**config.mk**
```make
export PLATFORM = sky130hd
export DESIGN_NAME = preemptive_priority_scheduler_top_flat
export DESIGN_NICKNAME = d
export VERILOG_FILES = /design/src/rtl/core/pps_pkg.sv /design/src/rtl/core/pps_req_if.sv /design/src/rtl/core/pps_rsp_if.sv /design/src/rtl/core/pps_ram.sv /design/src/rtl/core/pps_front.sv /design/src/rtl/core/pps_back.sv /design/src/rtl/core/preemptive_priority_scheduler_top.sv /design/src/flat_wrapper.sv
export VERILOG_INCLUDE_DIRS = /design/src /design/src/rtl/core
export SDC_FILE = /design/constraint.sdc
export NUM_CORES = 1
export LEC_CHECK = 0
export BUFFER_PORTS_ARGS = -buffer_cell sky130_fd_sc_hd__buf_2
export CAP_MARGIN = 10
export CORE_MARGIN = 1
export CORE_UTILIZATION = 60
export CTS_CLUSTER_SIZE = 12
export DETAILED_ROUTE_END_ITERATION = 16
export PLACE_DENSITY_LB_ADDON = 0.3
export SLEW_MARGIN = 0
export SYNTH_ARGS = -nofsm -noshare
export SYNTH_HDL_FRONTEND = slang
export SYNTH_SLANG_ARGS = --single-unit
```
**constraint.sdc**
```tcl
create_clock -name clock -period 8.2 [get_ports clock]
set_clock_uncertainty 0.05 [all_clocks]
set_input_delay 0.82 -clock clock [delete_from_list [all_inputs] [get_ports clock]]
set_output_delay 0.82 -clock clock [all_outputs]
set_load 0.05 [all_outputs]
```
**src/rtl/core/preemptive_priority_scheduler_top_assert.svh**
```systemverilog
// ----------------------------------------------------------------------------
// scheduler assertion macros
// concurrent checks clocked on clock, masked while reset is high
// ----------------------------------------------------------------------------
`ifndef PREEMPTIVE_PRIORITY_SCHEDULER_TOP_ASSERT_SVH
`define PREEMPTIVE_PRIORITY_SCHEDULER_TOP_ASSERT_SVH

// same-cycle implication
`define PPS_ASSERT_NOW(lbl, ante, cons, msg) \
   lbl: assert property (@(posedge clock) disable iff (reset) (ante) |-> (cons)) \
      else $error(msg);

// next-cycle implication
`define PPS_ASSERT_NEXT(lbl, ante, cons, msg) \
   lbl: assert property (@(posedge clock) disable iff (reset) (ante) |=> (cons)) \
      else $error(msg);

`endif

```
**src/rtl/core/pps_pkg.sv**
```systemverilog
`timescale 1ns / 1ps
// ----------------------------------------------------------------------------
// pps_pkg
// shared types and field widths of the priority scheduler
// ----------------------------------------------------------------------------
package pps_pkg;

   localparam int ARR_W   = 16;
   localparam int BURST_W = 8;
   localparam int PRIO_W  = 8;
   localparam int TIME_W  = 17;
   localparam int NUM_W   = 4;

   typedef enum logic [2:0] {
      ST_LOAD,
      ST_SCAN,
      ST_UPDATE,
      ST_RSCAN,
      ST_ROUT
   } phase_type;

   // one queued task beat, classified by the front end
   typedef struct packed {
      logic [ARR_W-1:0]   arrival_time;
      logic [BURST_W-1:0] burst_time;
      logic [PRIO_W-1:0]  task_priority;
      logic               last_task;
      logic               store;
   } task_type;

endpackage

```
**src/rtl/core/pps_req_if.sv**
```systemverilog
`timescale 1ns / 1ps
// ----------------------------------------------------------------------------
// pps_req_if
// task load channel
// ----------------------------------------------------------------------------
interface pps_req_if;
   logic        valid;
   logic        ready;
   logic [15:0] arrival_time;
   logic [7:0]  burst_time;
   logic [7:0]  task_priority;
   logic        last_task;

   modport source (output valid, arrival_time, burst_time, task_priority, last_task,
                   input ready);
   modport sink   (input valid, arrival_time, burst_time, task_priority, last_task,
                   output ready);
endinterface

```
**src/rtl/core/pps_rsp_if.sv**
```systemverilog
`timescale 1ns / 1ps
// ----------------------------------------------------------------------------
// pps_rsp_if
// task report channel
// ----------------------------------------------------------------------------
interface pps_rsp_if;
   logic        valid;
   logic        ready;
   logic [3:0]  task_number;
   logic [16:0] finish_time;
   logic [16:0] turnaround;
   logic [16:0] waiting;
   logic        last_report;

   modport source (output valid, task_number, finish_time, turnaround, waiting,
                   last_report, input ready);
   modport sink   (input valid, task_number, finish_time, turnaround, waiting,
                   last_report, output ready);
endinterface

```
**src/rtl/core/pps_ram.sv**
```systemverilog
`timescale 1ns / 1ps
// ----------------------------------------------------------------------------
// pps_ram
// generic single write, single read ram with registered read data
// ----------------------------------------------------------------------------
module pps_ram #(
   parameter int WIDTH = 8,
   parameter int DEPTH = 16,
   localparam int AW = (DEPTH > 1) ? $clog2(DEPTH) : 1
) (
   input  logic             clock,
   input  logic             wr_en,
   input  logic [AW-1:0]    wr_addr,
   input  logic [WIDTH-1:0] wr_data,
   input  logic [AW-1:0]    rd_addr,
   output logic [WIDTH-1:0] rd_data
);
   logic [WIDTH-1:0] mem_ff [DEPTH];
   logic [WIDTH-1:0] rd_data_ff;

   always_ff @(posedge clock) begin
      if (wr_en) begin
         mem_ff[wr_addr] <= wr_data;
      end
      rd_data_ff <= mem_ff[rd_addr];
   end

   assign rd_data = rd_data_ff;
endmodule

```
**src/rtl/core/pps_front.sv**
```systemverilog
`timescale 1ns / 1ps
// ----------------------------------------------------------------------------
// pps_front
// accepts task beats, flags overflow, and queues them two deep
// ----------------------------------------------------------------------------
module pps_front #(
   parameter int MAX_TASKS = 16,
   localparam int CW = $clog2(MAX_TASKS + 1)
) (
   input  logic              clock,
   input  logic              reset,
   pps_req_if.sink           req_ch,
   output logic              q_valid,
   input  logic              q_pop,
   output pps_pkg::task_type q_entry
);
   import pps_pkg::*;

   logic [CW-1:0] fcnt_ff, fcnt_in;
   task_type      slot_ff [2];
   logic          head_ff, head_in, tail_ff, tail_in;
   logic [1:0]    fill_ff, fill_in;
   logic          accept;
   task_type      beat;

   assign req_ch.ready = (fill_ff != 2'd2);
   assign accept       = req_ch.valid && req_ch.ready;
   assign q_valid      = (fill_ff != 2'd0);
   assign q_entry      = slot_ff[head_ff];

   always_comb begin
      beat.arrival_time  = req_ch.arrival_time;
      beat.burst_time    = req_ch.burst_time;
      beat.task_priority = req_ch.task_priority;
      beat.last_task     = req_ch.last_task;
      beat.store         = (fcnt_ff != CW'(MAX_TASKS));
      fcnt_in = fcnt_ff;
      if (accept) begin
         if (req_ch.last_task) begin
            fcnt_in = '0;
         end else if (beat.store) begin
            fcnt_in = fcnt_ff + CW'(1);
         end
      end
      head_in = head_ff ^ (q_pop && q_valid);
      tail_in = tail_ff ^ accept;
      fill_in = fill_ff + {1'b0, accept} - {1'b0, q_pop && q_valid};
   end

   always_ff @(posedge clock) begin
      if (reset) begin
         fcnt_ff <= '0;
         head_ff <= 1'b0;
         tail_ff <= 1'b0;
         fill_ff <= 2'd0;
      end else begin
         fcnt_ff <= fcnt_in;
         head_ff <= head_in;
         tail_ff <= tail_in;
         fill_ff <= fill_in;
      end
      if (accept) begin
         slot_ff[tail_ff] <= beat;
      end
   end
endmodule

```
**src/rtl/core/pps_back.sv**
```systemverilog
`timescale 1ns / 1ps
// ----------------------------------------------------------------------------
// pps_back
// task store, tick simulation by scanning, and arrival ordered reports
// ----------------------------------------------------------------------------
module pps_back #(
   parameter int MAX_TASKS = 16,
   localparam int CW = $clog2(MAX_TASKS + 1),
   localparam int IW = (MAX_TASKS > 1) ? $clog2(MAX_TASKS) : 1
) (
   input  logic              clock,
   input  logic              reset,
   input  logic              q_valid,
   output logic              q_pop,
   input  pps_pkg::task_type q_entry,
   pps_rsp_if.source         rsp_ch
);
   import pps_pkg::*;
   `include "preemptive_priority_scheduler_top_assert.svh"

   localparam int SW = ARR_W + BURST_W + PRIO_W;
   localparam int DW = BURST_W + TIME_W;

   phase_type state_ff, state_in;

   logic [CW-1:0]      cnt_ff, cnt_in, scan_ff, scan_in, ocnt_ff, ocnt_in;
   logic [TIME_W-1:0]  t_ff, t_in;
   logic               rd_vld_ff, rd_vld_in;
   logic [IW-1:0]      rd_idx_ff, rd_idx_in;
   logic               found_ff, found_in, pend_ff, pend_in;
   logic [IW-1:0]      best_idx_ff, best_idx_in;
   logic [PRIO_W-1:0]  best_pr_ff, best_pr_in;
   logic [ARR_W-1:0]   best_arr_ff, best_arr_in;
   logic [BURST_W-1:0] best_rem_ff, best_rem_in, best_bur_ff, best_bur_in;
   logic [TIME_W-1:0]  best_fin_ff, best_fin_in;
   logic [ARR_W-1:0]   next_arr_ff, next_arr_in;
   logic               prev_vld_ff, prev_vld_in;
   logic [ARR_W-1:0]   prev_arr_ff, prev_arr_in;
   logic [IW-1:0]      prev_idx_ff, prev_idx_in;

   logic               rsp_vld_ff, rsp_vld_in;
   logic [NUM_W-1:0]   num_ff, num_in;
   logic [TIME_W-1:0]  fin_ff, fin_in, tat_ff, tat_in, wt_ff, wt_in;
   logic               last_ff, last_in;

   logic               st_we, dy_we;
   logic [IW-1:0]      st_wa, dy_wa;
   logic [SW-1:0]      st_wd, st_rd;
   logic [DW-1:0]      dy_wd, dy_rd;

   logic [ARR_W-1:0]   e_arr;
   logic [BURST_W-1:0] e_bur, e_rem;
   logic [PRIO_W-1:0]  e_pr;
   logic [TIME_W-1:0]  e_fin;
   logic               scan_done, rsp_take, popped;
   logic [TIME_W-1:0]  tat_calc;

   assign e_arr = st_rd[SW-1 -: ARR_W];
   assign e_bur = st_rd[PRIO_W +: BURST_W];
   assign e_pr  = st_rd[PRIO_W-1:0];
   assign e_rem = dy_rd[DW-1 -: BURST_W];
   assign e_fin = dy_rd[TIME_W-1:0];

   assign scan_done = (scan_ff == cnt_ff) && !rd_vld_ff;
   assign rsp_take  = rsp_vld_ff && rsp_ch.ready;
   assign q_pop     = (state_ff == ST_LOAD);
   assign popped    = q_pop && q_valid;
   assign tat_calc  = best_fin_ff - {1'b0, best_arr_ff};

   // static fields written once per task, dynamic fields by the scheduler too
   pps_ram #(.WIDTH(SW), .DEPTH(MAX_TASKS)) u_static (
      .clock(clock), .wr_en(st_we), .wr_addr(st_wa), .wr_data(st_wd),
      .rd_addr(scan_ff[IW-1:0]), .rd_data(st_rd));

   pps_ram #(.WIDTH(DW), .DEPTH(MAX_TASKS)) u_dynamic (
      .clock(clock), .wr_en(dy_we), .wr_addr(dy_wa), .wr_data(dy_wd),
      .rd_addr(scan_ff[IW-1:0]), .rd_data(dy_rd));

   always_comb begin
      st_we = popped && q_entry.store;
      st_wa = cnt_ff[IW-1:0];
      st_wd = {q_entry.arrival_time, q_entry.burst_time, q_entry.task_priority};
      dy_we = st_we;
      dy_wa = cnt_ff[IW-1:0];
      dy_wd = {q_entry.burst_time, 1'b0, q_entry.arrival_time};
      if (state_ff == ST_UPDATE) begin
         dy_we = 1'b1;
         dy_wa = best_idx_ff;
         dy_wd = {best_rem_ff - BURST_W'(1),
                  (best_rem_ff == BURST_W'(1)) ? t_ff + TIME_W'(1) : best_fin_ff};
      end
   end

   // next state
   always_comb begin
      state_in = state_ff;
      case (state_ff)
         ST_LOAD: begin
            if (popped && q_entry.last_task) begin
               state_in = ST_SCAN;
            end
         end
         ST_SCAN: begin
            if (scan_done) begin
               if (found_ff) begin
                  state_in = ST_UPDATE;
               end else if (!pend_ff) begin
                  state_in = ST_RSCAN;
               end
            end
         end
         ST_UPDATE: state_in = ST_SCAN;
         ST_RSCAN: begin
            if (scan_done) begin
               state_in = found_ff ? ST_ROUT : ST_LOAD;
            end
         end
         ST_ROUT: begin
            if (rsp_take) begin
               state_in = last_ff ? ST_LOAD : ST_RSCAN;
            end
         end
         default: state_in = ST_LOAD;
      endcase
   end

   // datapath next values
   always_comb begin
      cnt_in      = cnt_ff;
      t_in        = t_ff;
      scan_in     = scan_ff;
      rd_vld_in   = 1'b0;
      rd_idx_in   = scan_ff[IW-1:0];
      found_in    = found_ff;
      pend_in     = pend_ff;
      best_idx_in = best_idx_ff;
      best_pr_in  = best_pr_ff;
      best_arr_in = best_arr_ff;
      best_rem_in = best_rem_ff;
      best_bur_in = best_bur_ff;
      best_fin_in = best_fin_ff;
      next_arr_in = next_arr_ff;
      prev_vld_in = prev_vld_ff;
      prev_arr_in = prev_arr_ff;
      prev_idx_in = prev_idx_ff;
      ocnt_in     = ocnt_ff;
      rsp_vld_in  = rsp_vld_ff;
      num_in      = num_ff;
      fin_in      = fin_ff;
      tat_in      = tat_ff;
      wt_in       = wt_ff;
      last_in     = last_ff;

      // pipelined read issue while scanning
      if ((state_ff == ST_SCAN || state_ff == ST_RSCAN) && scan_ff != cnt_ff) begin
         rd_vld_in = 1'b1;
         scan_in   = scan_ff + CW'(1);
      end

      case (state_ff)
         ST_LOAD: begin
            if (popped) begin
               if (q_entry.store) begin
                  cnt_in = cnt_ff + CW'(1);
               end
               if (q_entry.last_task) begin
                  t_in     = '0;
                  scan_in  = '0;
                  found_in = 1'b0;
                  pend_in  = 1'b0;
               end
            end
         end
         ST_SCAN: begin
            if (rd_vld_ff && e_rem != '0) begin
               if ({1'b0, e_arr} <= t_ff) begin
                  if (!found_ff || e_pr < best_pr_ff
                      || (e_pr == best_pr_ff && e_arr < best_arr_ff)) begin
                     found_in    = 1'b1;
                     best_idx_in = rd_idx_ff;
                     best_pr_in  = e_pr;
                     best_arr_in = e_arr;
                     best_rem_in = e_rem;
                     best_fin_in = e_fin;
                  end
               end else if (!pend_ff || e_arr < next_arr_ff) begin
                  pend_in     = 1'b1;
                  next_arr_in = e_arr;
               end
            end
            if (scan_done) begin
               scan_in  = '0;
               found_in = 1'b0;
               pend_in  = 1'b0;
               if (!found_ff && pend_ff) begin
                  t_in = {1'b0, next_arr_ff};
               end else if (!found_ff) begin
                  prev_vld_in = 1'b0;
                  ocnt_in     = '0;
               end
            end
         end
         ST_UPDATE: begin
            t_in = t_ff + TIME_W'(1);
         end
         ST_RSCAN: begin
            if (rd_vld_ff
                && (!prev_vld_ff || {e_arr, rd_idx_ff} > {prev_arr_ff, prev_idx_ff})
                && (!found_ff || {e_arr, rd_idx_ff} < {best_arr_ff, best_idx_ff})) begin
               found_in    = 1'b1;
               best_idx_in = rd_idx_ff;
               best_arr_in = e_arr;
               best_bur_in = e_bur;
               best_fin_in = e_fin;
            end
            if (scan_done) begin
               if (found_ff) begin
                  rsp_vld_in = 1'b1;
                  num_in     = NUM_W'(best_idx_ff);
                  fin_in     = best_fin_ff;
                  tat_in     = tat_calc;
                  wt_in      = tat_calc - {{(TIME_W-BURST_W){1'b0}}, best_bur_ff};
                  last_in    = (ocnt_ff == cnt_ff - CW'(1));
               end else begin
                  cnt_in = '0;
               end
            end
         end
         ST_ROUT: begin
            if (rsp_take) begin
               rsp_vld_in  = 1'b0;
               prev_vld_in = 1'b1;
               prev_arr_in = best_arr_ff;
               prev_idx_in = best_idx_ff;
               ocnt_in     = ocnt_ff + CW'(1);
               scan_in     = '0;
               found_in    = 1'b0;
               if (last_ff) begin
                  cnt_in = '0;
               end
            end
         end
         default: ;
      endcase
   end

   always_ff @(posedge clock) begin
      if (reset) begin
         state_ff   <= ST_LOAD;
         cnt_ff     <= '0;
         scan_ff    <= '0;
         rd_vld_ff  <= 1'b0;
         rsp_vld_ff <= 1'b0;
      end else begin
         state_ff   <= state_in;
         cnt_ff     <= cnt_in;
         scan_ff    <= scan_in;
         rd_vld_ff  <= rd_vld_in;
         rsp_vld_ff <= rsp_vld_in;
      end
      t_ff        <= t_in;
      rd_idx_ff   <= rd_idx_in;
      found_ff    <= found_in;
      pend_ff     <= pend_in;
      best_idx_ff <= best_idx_in;
      best_pr_ff  <= best_pr_in;
      best_arr_ff <= best_arr_in;
      best_rem_ff <= best_rem_in;
      best_bur_ff <= best_bur_in;
      best_fin_ff <= best_fin_in;
      next_arr_ff <= next_arr_in;
      prev_vld_ff <= prev_vld_in;
      prev_arr_ff <= prev_arr_in;
      prev_idx_ff <= prev_idx_in;
      ocnt_ff     <= ocnt_in;
      num_ff      <= num_in;
      fin_ff      <= fin_in;
      tat_ff      <= tat_in;
      wt_ff       <= wt_in;
      last_ff     <= last_in;
   end

   assign rsp_ch.valid       = rsp_vld_ff;
   assign rsp_ch.task_number = num_ff;
   assign rsp_ch.finish_time = fin_ff;
   assign rsp_ch.turnaround  = tat_ff;
   assign rsp_ch.waiting     = wt_ff;
   assign rsp_ch.last_report = last_ff;

   `PPS_ASSERT_NOW(a_rsp_only_in_out, rsp_vld_ff, state_ff == ST_ROUT, "report outside output phase")
   `PPS_ASSERT_NOW(a_cnt_bound, 1'b1, cnt_ff <= CW'(MAX_TASKS), "task count beyond capacity")
   `PPS_ASSERT_NEXT(a_tick_step, state_ff == ST_UPDATE, t_ff == $past(t_ff) + TIME_W'(1), "tick not advanced after service")
   `PPS_ASSERT_NOW(a_pop_in_load, popped, state_ff == ST_LOAD, "queue popped while busy")
endmodule

```
**src/rtl/core/preemptive_priority_scheduler_top.sv**
```systemverilog
`timescale 1ns / 1ps
// ----------------------------------------------------------------------------
// preemptive_priority_scheduler_top
// preemptive priority scheduler: load tasks, simulate ticks, report results
// ----------------------------------------------------------------------------
// Tasks are loaded one beat per cycle on req_ch while the front-end queue has
// room; a beat's load position is its task number. The beat with last_task set
// starts a tick simulation of the set; beats beyond MAX_TASKS are dropped but
// their last_task flag still counts. Each simulated tick costs one scan of the
// stored tasks plus an update state that charges the served task; stretches with
// no ready task are skipped in a single scan. Reporting walks the tasks in arrival
// order, one scan per report beat, and each beat waits on rsp_ch until taken.
// Load beats of the next set are queued two deep while a simulation runs, then
// held off until the last report beat has gone. Each scan reads the task store
// through its single read port, which has registered read data.
// ----------------------------------------------------------------------------
module preemptive_priority_scheduler_top #(
   parameter int MAX_TASKS = 16
) (
   input  logic      clock,
   input  logic      reset,
   pps_req_if.sink   req_ch,
   pps_rsp_if.source rsp_ch
);
   import pps_pkg::*;

   // queue handoff between front end and scheduler
   logic     q_valid;
   logic     q_pop;
   task_type q_entry;

   // front end: acceptance, overflow flag, two-deep queue
   pps_front #(.MAX_TASKS(MAX_TASKS)) u_front (
      .clock   (clock),
      .reset   (reset),
      .req_ch  (req_ch),
      .q_valid (q_valid),
      .q_pop   (q_pop),
      .q_entry (q_entry)
   );

   // back end: task store, tick simulation and report sequencing
   pps_back #(.MAX_TASKS(MAX_TASKS)) u_back (
      .clock   (clock),
      .reset   (reset),
      .q_valid (q_valid),
      .q_pop   (q_pop),
      .q_entry (q_entry),
      .rsp_ch  (rsp_ch)
   );
endmodule

```
**src/flat_wrapper.sv**
```systemverilog
// flat-port wrapper written by rule: the top's interface ports become plain ports
module preemptive_priority_scheduler_top_flat import pps_pkg::*;
#(
   parameter int MAX_TASKS = 16
)
  (clock, reset, req_ch_valid, req_ch_arrival_time, req_ch_burst_time, req_ch_task_priority, req_ch_last_task, req_ch_ready, rsp_ch_valid, rsp_ch_task_number, rsp_ch_finish_time, rsp_ch_turnaround, rsp_ch_waiting, rsp_ch_last_report, rsp_ch_ready);
  pps_req_if req_ch_i ();
  pps_rsp_if rsp_ch_i ();
  input  logic clock;
  input  logic reset;
  input wire logic [$bits(req_ch_i.valid)-1:0] req_ch_valid;
  input wire logic [$bits(req_ch_i.arrival_time)-1:0] req_ch_arrival_time;
  input wire logic [$bits(req_ch_i.burst_time)-1:0] req_ch_burst_time;
  input wire logic [$bits(req_ch_i.task_priority)-1:0] req_ch_task_priority;
  input wire logic [$bits(req_ch_i.last_task)-1:0] req_ch_last_task;
  output wire logic [$bits(req_ch_i.ready)-1:0] req_ch_ready;
  output wire logic [$bits(rsp_ch_i.valid)-1:0] rsp_ch_valid;
  output wire logic [$bits(rsp_ch_i.task_number)-1:0] rsp_ch_task_number;
  output wire logic [$bits(rsp_ch_i.finish_time)-1:0] rsp_ch_finish_time;
  output wire logic [$bits(rsp_ch_i.turnaround)-1:0] rsp_ch_turnaround;
  output wire logic [$bits(rsp_ch_i.waiting)-1:0] rsp_ch_waiting;
  output wire logic [$bits(rsp_ch_i.last_report)-1:0] rsp_ch_last_report;
  input wire logic [$bits(rsp_ch_i.ready)-1:0] rsp_ch_ready;
  assign req_ch_i.valid = req_ch_valid;
  assign req_ch_i.arrival_time = req_ch_arrival_time;
  assign req_ch_i.burst_time = req_ch_burst_time;
  assign req_ch_i.task_priority = req_ch_task_priority;
  assign req_ch_i.last_task = req_ch_last_task;
  assign req_ch_ready = req_ch_i.ready;
  assign rsp_ch_valid = rsp_ch_i.valid;
  assign rsp_ch_task_number = rsp_ch_i.task_number;
  assign rsp_ch_finish_time = rsp_ch_i.finish_time;
  assign rsp_ch_turnaround = rsp_ch_i.turnaround;
  assign rsp_ch_waiting = rsp_ch_i.waiting;
  assign rsp_ch_last_report = rsp_ch_i.last_report;
  assign rsp_ch_i.ready = rsp_ch_ready;
  preemptive_priority_scheduler_top #(.MAX_TASKS(MAX_TASKS)) u_core (.clock(clock), .reset(reset), .req_ch(req_ch_i), .rsp_ch(rsp_ch_i));
endmodule
```
Word level (Yosys, flattened, before mapping)
Memory sizes are Yosys's and may differ from the RTL's. A register that Yosys moved wholly into a read port is not among the register bits.
Cells that the tools add are included.
Cells by class
  magnitude comparators: 6
  equality and inequality tests: 34
  reductions and logical operators: 47
  add/subtract/negate cells: 11
  muxes and demuxes: 82
  bitwise gates (word level): 3
Operators with widths (number)
  $mux W17: 9
  $mux W5: 16
  $mux W16: 4
  $pmux W17 S3: 1
  $pmux W17 S2: 1
  $lt A16 B16 Y1: 2
  $pmux W16 S2: 1
  $pmux W5 S3: 2
  $mux W1: 27
  $ne A2 B2 Y1 const B: 13
  $mux W25: 1
  $mux W3: 7
  $add A5 B1 Y5 const B: 4
  $gt A20 B20 Y1: 1
  $lt A20 B20 Y1: 1
  $mux W4: 5
  $reduce_and A5 Y1: 4
  $add A17 B1 Y17 const B: 1
  $le A16 B17 Y1: 1
  $sub A17 B16 Y17: 1
  $sub A17 B8 Y17: 1
  $pmux W3 S5: 1
  $logic_and A1 B1 Y1: 12
  $ne A3 B2 Y1 const B: 4
  35 further kinds: 63
Word-level totals
  bits of input ports: 37
  register bits after elaboration: 206
  bits in writable memories: 980
  word-level logic and storage cells: 215
  memories kept: 3
Memories
  u_core.u_back.u_static.mem_ff: depth 16, width 32, rd ports 1, clocked after memory_dff 1, wr ports 1, line pps_ram.sv:18  | logic [WIDTH-1:0] mem_ff [DEPTH];
  u_core.u_back.u_dynamic.mem_ff: depth 16, width 25, rd ports 1, clocked after memory_dff 1, wr ports 1, line pps_ram.sv:18
  u_core.u_front.slot_ff: depth 2, width 34, rd ports 1, clocked after memory_dff 1, wr ports 1, line pps_front.sv:20  | task_type slot_ff [2];

Depth between registers and ports, before layout
  depth after elaboration: 8
  depth in mapped cells: 15
  gate-level depth less buffers: 15

By module
Synthesis repeated with hierarchy kept, for this count alone.
Unflattened totals
  cell total of the unflattened synthesis: 2640
  area, all modules: 49289.8 um2
Modules (own cells, without submodules)
  pps_ram (u_core.u_back.u_static): area each 19835.3 um2, sequential area each 16015.4 um2, cells an instance 838, times used 1
  pps_ram (u_core.u_back.u_dynamic): area each 15551.2 um2, sequential area each 12512.0 um2, cells an instance 660, times used 1
  pps_back: area each 10875.4 um2, sequential area each 5725.5 um2, cells an instance 975, times used 1
  pps_front: area each 3027.9 um2, sequential area each 2222.1 um2, cells an instance 167, times used 1

Worst setup path after synthesis
No wires, ideal clock.
  path type: register -> register
  start: register u_core.u_back.best_arr_ff[1]
  end: register u_core.u_back.best_arr_ff[0] (enable)
  stages on the path, launching flop included: 11
  slack: 3.274 ns
  arrival time: 4.427 ns
  path buffers: 0
  required time: 7.701 ns
  cell sequence: edfxtp_1 -> inv_1 -> ha_1 -> a21o_1 -> a21o_1 -> a21oi_1 -> nor2_1 -> o311ai_1 -> nand3_1 -> a2111oi_2 -> a2bb2oi_1
On the way
  cells in the longest elaborated chain, start to end: 5
  elaborated cells on any way between the ends: 9
  those cells by class: order compare (2); eq/ne (2); reduce/logical (5)
Ends and longest elaborated chain
  start: declaration: line pps_back.sv:33  | logic [ARR_W-1:0] best_arr_ff, best_arr_in;
  start signal: assignment: line pps_back.sv:267  | best_arr_ff <= best_arr_in;
  $lt A20 B20 Y1 / $lt A16 B16 Y1 (equally long branches): line pps_back.sv:209, pps_back.sv:178
  $logic_or A1 B1 Y1 / $logic_and A1 B1 Y1 (equally long branches): line pps_back.sv:209, pps_back.sv:178
  $logic_and A1 B1 Y1 / $logic_or A1 B1 Y1 (equally long branches): line pps_back.sv:209, pps_back.sv:178
  $ne A2 B1 Y1 (no source line)
  $reduce_and A5 Y1 (no source line) (*)
Every way passes the cells marked *; elsewhere a longest branch is shown, timed or not.
A chain may end at the register's enable or synchronous reset.

Worst setup path in the final report
  start: register u_core.u_back.best_fin_ff[0]
  end: register u_core.u_back.wt_ff[15], in the netlist u_core.u_back.rsp_ch.waiting[15], data pin
On the way
  cells in the longest elaborated chain, start to end: 2
Ends and longest elaborated chain
  start: declaration: line pps_back.sv:35  | logic [TIME_W-1:0] best_fin_ff, best_fin_in;
  start signal: assignment: line pps_back.sv:270  | best_fin_ff <= best_fin_in;
  $sub A17 B16 Y17: line pps_back.sv:68  | assign tat_calc = best_fin_ff - {1'b0, best_arr_ff};
  via u_core.u_back.tat_calc[4]: line pps_back.sv:56  | logic [TIME_W-1:0] tat_calc;
  $sub A17 B8 Y17: line pps_back.sv:222  | wt_in = tat_calc - {{(TIME_W-BURST_W){1'b0}}, best_bur_ff};
  end signal: assignment: line pps_back.sv:279  | wt_ff <= wt_in;
  end: declaration: line pps_back.sv:43  | logic [TIME_W-1:0] fin_ff, fin_in, tat_ff, tat_in, wt_ff, wt_in;
The timed path passes the listed nets, and every way through them passes these cells.

==> flow_summary.yaml <==
synthesis:
  ys_top_cells_by_area: "edfxtp_1 70%, mux4_2 13%, dfxtp_1 3.4%"
  yosysTopAreaCellShare: 0.702
  synth_ff_type: "edfxtp_1"
  synthArstFlopShare: 0
  synth_warnings: 0
  syn-num-nets: 2698
  ys_seq_area_frac: 0.737
  syn_inst: 2540
  synth-edff-count: 1158
  synthDistinctLibCells: 75
  ys_ff_latch: 1243
  yosysTopAreaCell: "edfxtp_1"
  synthesis.area_mm2: 0.0495
  syn_area_per_cell_um2: 19.5
setup_path:
  path_class: "flip-flop to flip-flop"
  crit_fanout: 4
  critPathLaunchType: "flip-flop"
  critPathTopFamily: "compound AO/OA/AOI/OAI gates"
  cp_cell_sequence: "inv_1 -> ha_1 -> inv_1 -> fa_1 -> a211o_1 -> a22oi_1 -> ha_1 -> o21ai_0 -> a31oi_1 -> o21a_1 -> o21a_1 -> nor3_1 -> nand4b_1 -> xnor2_1"
  cpMaxStageDelayCell: "nor3_1"
  crit_required_ns: 8.59
  critPathBufInv: 2
  slowest_delay_ns: 0.45
  cp_data_arrival_time_ns: 4.30
  worstSetupEndpointType: "flip-flop"
timing:
  setup_violations: 0
  relSlewSlack: 0.141
  fin_ws_ns: 4.29
  tns_ns: 0
  timing.final.max_slew_violations: 0
  fin_crit_ns: 3.91
  hold_violations: 0
  tightest_slew_ns: 1.29
  post-route-period-util: 0.477
  rsz0062_at_grt: "no"
  fmax_ghz: 0.256
clock_tree:
  cts_sinks: 1243
  hold_buffers: 0
  ctsResizeCount: 0
  cts_tree: "yes"
  htreeDepth: 3
  cts_buffer_depth: 3
  clk_pin_slew_ns: 0.06
  root_buffer: "clkbuf_16"
  postCtsSetupRepairBufs: 0
  worstSkewPairLatency_ns: 0.69
  cts-buffers-inserted: 119
pwr:
  peakVddDrop_uv: 198
  power_mw: 16.0
  p_per_area_mw_per_mm2: 290
  p_leak_nw: 17.9
placement:
  port_buffers: 94
  hpwl_um: 65400
  place_ws_ns: 4.29
  gp_congestion: 0.943
detailed_routing:
  drt_iter0_markers: 2936
  via_per_inst: 6.56
  routed-via-count: 25300
  wl_per_cell_um: 29.6
  wirelength_um: 114000
  drt_first_pass_iters: 6
  ant_nets: 0
  drc_errors: 0
grt:
  first_global_vias: 25800
  met2_usage: 0.460
  grt_max_degree: 173
  antenna_found_initial: 0
  grt_usage: 0.279
  grt_pass1_wl_um: 167000
  met1_usage: 0.379
  met3_usage: 0.0461
  top_usage_layer: "met2"
  grt-ovfl-total: 0
floorplanning:
  rows: 104
  fp.dieH_um: 289
  die_w_um: 289
  core_mm2: 0.0811
  initial_utilization: 0.611
  fp.dieArea_mm2: 0.0837
  ios: 95
cells_and_area:
  final_nets: 2867
  drive_gt1_frac: 0.240
  syn_to_final_growth_pct: 11.3
  fill_cells: 4906
job:
  cap_violations: 0
hold_path:
  hold_path.class: "input port to flip-flop"
outcome:
  status: "complete, no violations"
placed cells by master (no fill, tap or decap), drive strengths merged, types with 5 or more instances in the layout:
cell,instances
nor4,5
o211ai,7
nor2b,18
ha,119
nor3,24
dfxtp,85
a31oi,9
mux2,32
o21ai,43
edfxtp,1158
a21oi,60
inv,116
nand2,64
clkinv,11
o21a,16
or4,6
clkbuf,202
nor2,137
buf,149
o31ai,5
a211oi,13
nand2b,10
mux2i,13
nand3,23
xnor2,42
xor2,25
o22ai,8
mux4,285
a21o,27
and3,12
nand4,23
state kept, by name, indices dropped and copies added (netlist names), 25 cells and up:
name	count
u_core.u_back.u_static.mem_ff	512
u_core.u_back.u_dynamic.mem_ff	400
u_core.u_front.slot_ff	68
u_core.u_back.u_static.rd_data	32
u_core.u_back.u_dynamic.rd_data	25
cell type report:
class                   instances  area, µm²  share of cell area
repair buffers                150        922              0.0167
diodes                          1       2.50           0.0000454
multi-input cells            1082      12400               0.225
clock buffers                 201       3370              0.0611
inverters                     113        424             0.00770
well taps                    1060       1330              0.0241
clock inverters                16        170             0.00309
flip-flops and latches       1243      36500               0.662
metal layers:
layer,wire [µm],share of wire
met1,42800,0.37
met4,4250,0.037
met2,56900,0.50
met5,0,0
met3,10500,0.092
power by group:
part | internal [mW] | total, mW | switching, mW
Clock | 2.81 | 5.04 | 2.23
Combinational | 0.979 | 2.61 | 1.63
Sequential | 7.96 | 8.35 | 0.388
Total | 11.7 | 16.0 | 4.25
synthesized netlist by cell type, types with 5 or more instances:
cell and instances:
o21a_1 15, nand2b_1 10, nand2_1 63, nand3_1 23, a21oi_1 54, nand4_1 23, mux2_2 32, or4_1 5
buf_1 10, o22ai_1 8, nor2b_1 18, a21oi_2 5, nor3_1 23, mux2i_1 13, xnor2_1 42, o211ai_1 7
buf_2 30, o21ai_0 39, ha_1 119, and3_1 12, nor2_1 137, a21o_1 26, mux4_2 285, dfxtp_1 85
xor2_1 24, edfxtp_1 1158, inv_1 113, clkbuf_1 61, a31oi_1 9, a211oi_1 13
path summary, 6_finish.rpt:
| path | start | endpoint | slack [ns] | depth (start not counted) |
|---|---|---|---|---|
| worst min register to register | u_core.u_back.u_dynamic.rd_data[5] | u_core.u_back.best_fin_ff[5] | 0.36 | 0 |
| worst max-delay path | u_core.u_back.best_fin_ff[0] | u_core.u_back.rsp_ch.waiting[15] | 4.29 | 14 |
| worst max register to register | u_core.u_back.best_fin_ff[0] | u_core.u_back.rsp_ch.waiting[15] | 4.29 | 14 |
| worst min-delay path | req_ch_arrival_time[12] | u_core.u_front.slot_ff[1][30] | 0.27 | 1 |
stage by stage:
stage	std cells	utilization	hold WS [ns]	area, µm²
2_1_floorplan	2540	-	0.279	49500
3_3_place_gp	3646	0.636	0.336	51500
3_5_place_dp	3646	0.636	0.340	51500
4_1_cts	3863	0.679	0.234	55100
5_1_grt	3865	0.680	0.254	55100
6_report	3866	0.680	0.266	55100
kinds of logic after synthesis:
kind of cell	synth area share
flip-flops	0.737
AND/OR/NAND/NOR	0.0343
buffers and inverters	0.0171
XOR/XNOR	0.0122
AO/OA/AOI/OAI	0.0294
multiplexers	0.140
adder cells (fa/ha/maj)	0.0309
Power figures use the tool's default switching activity.
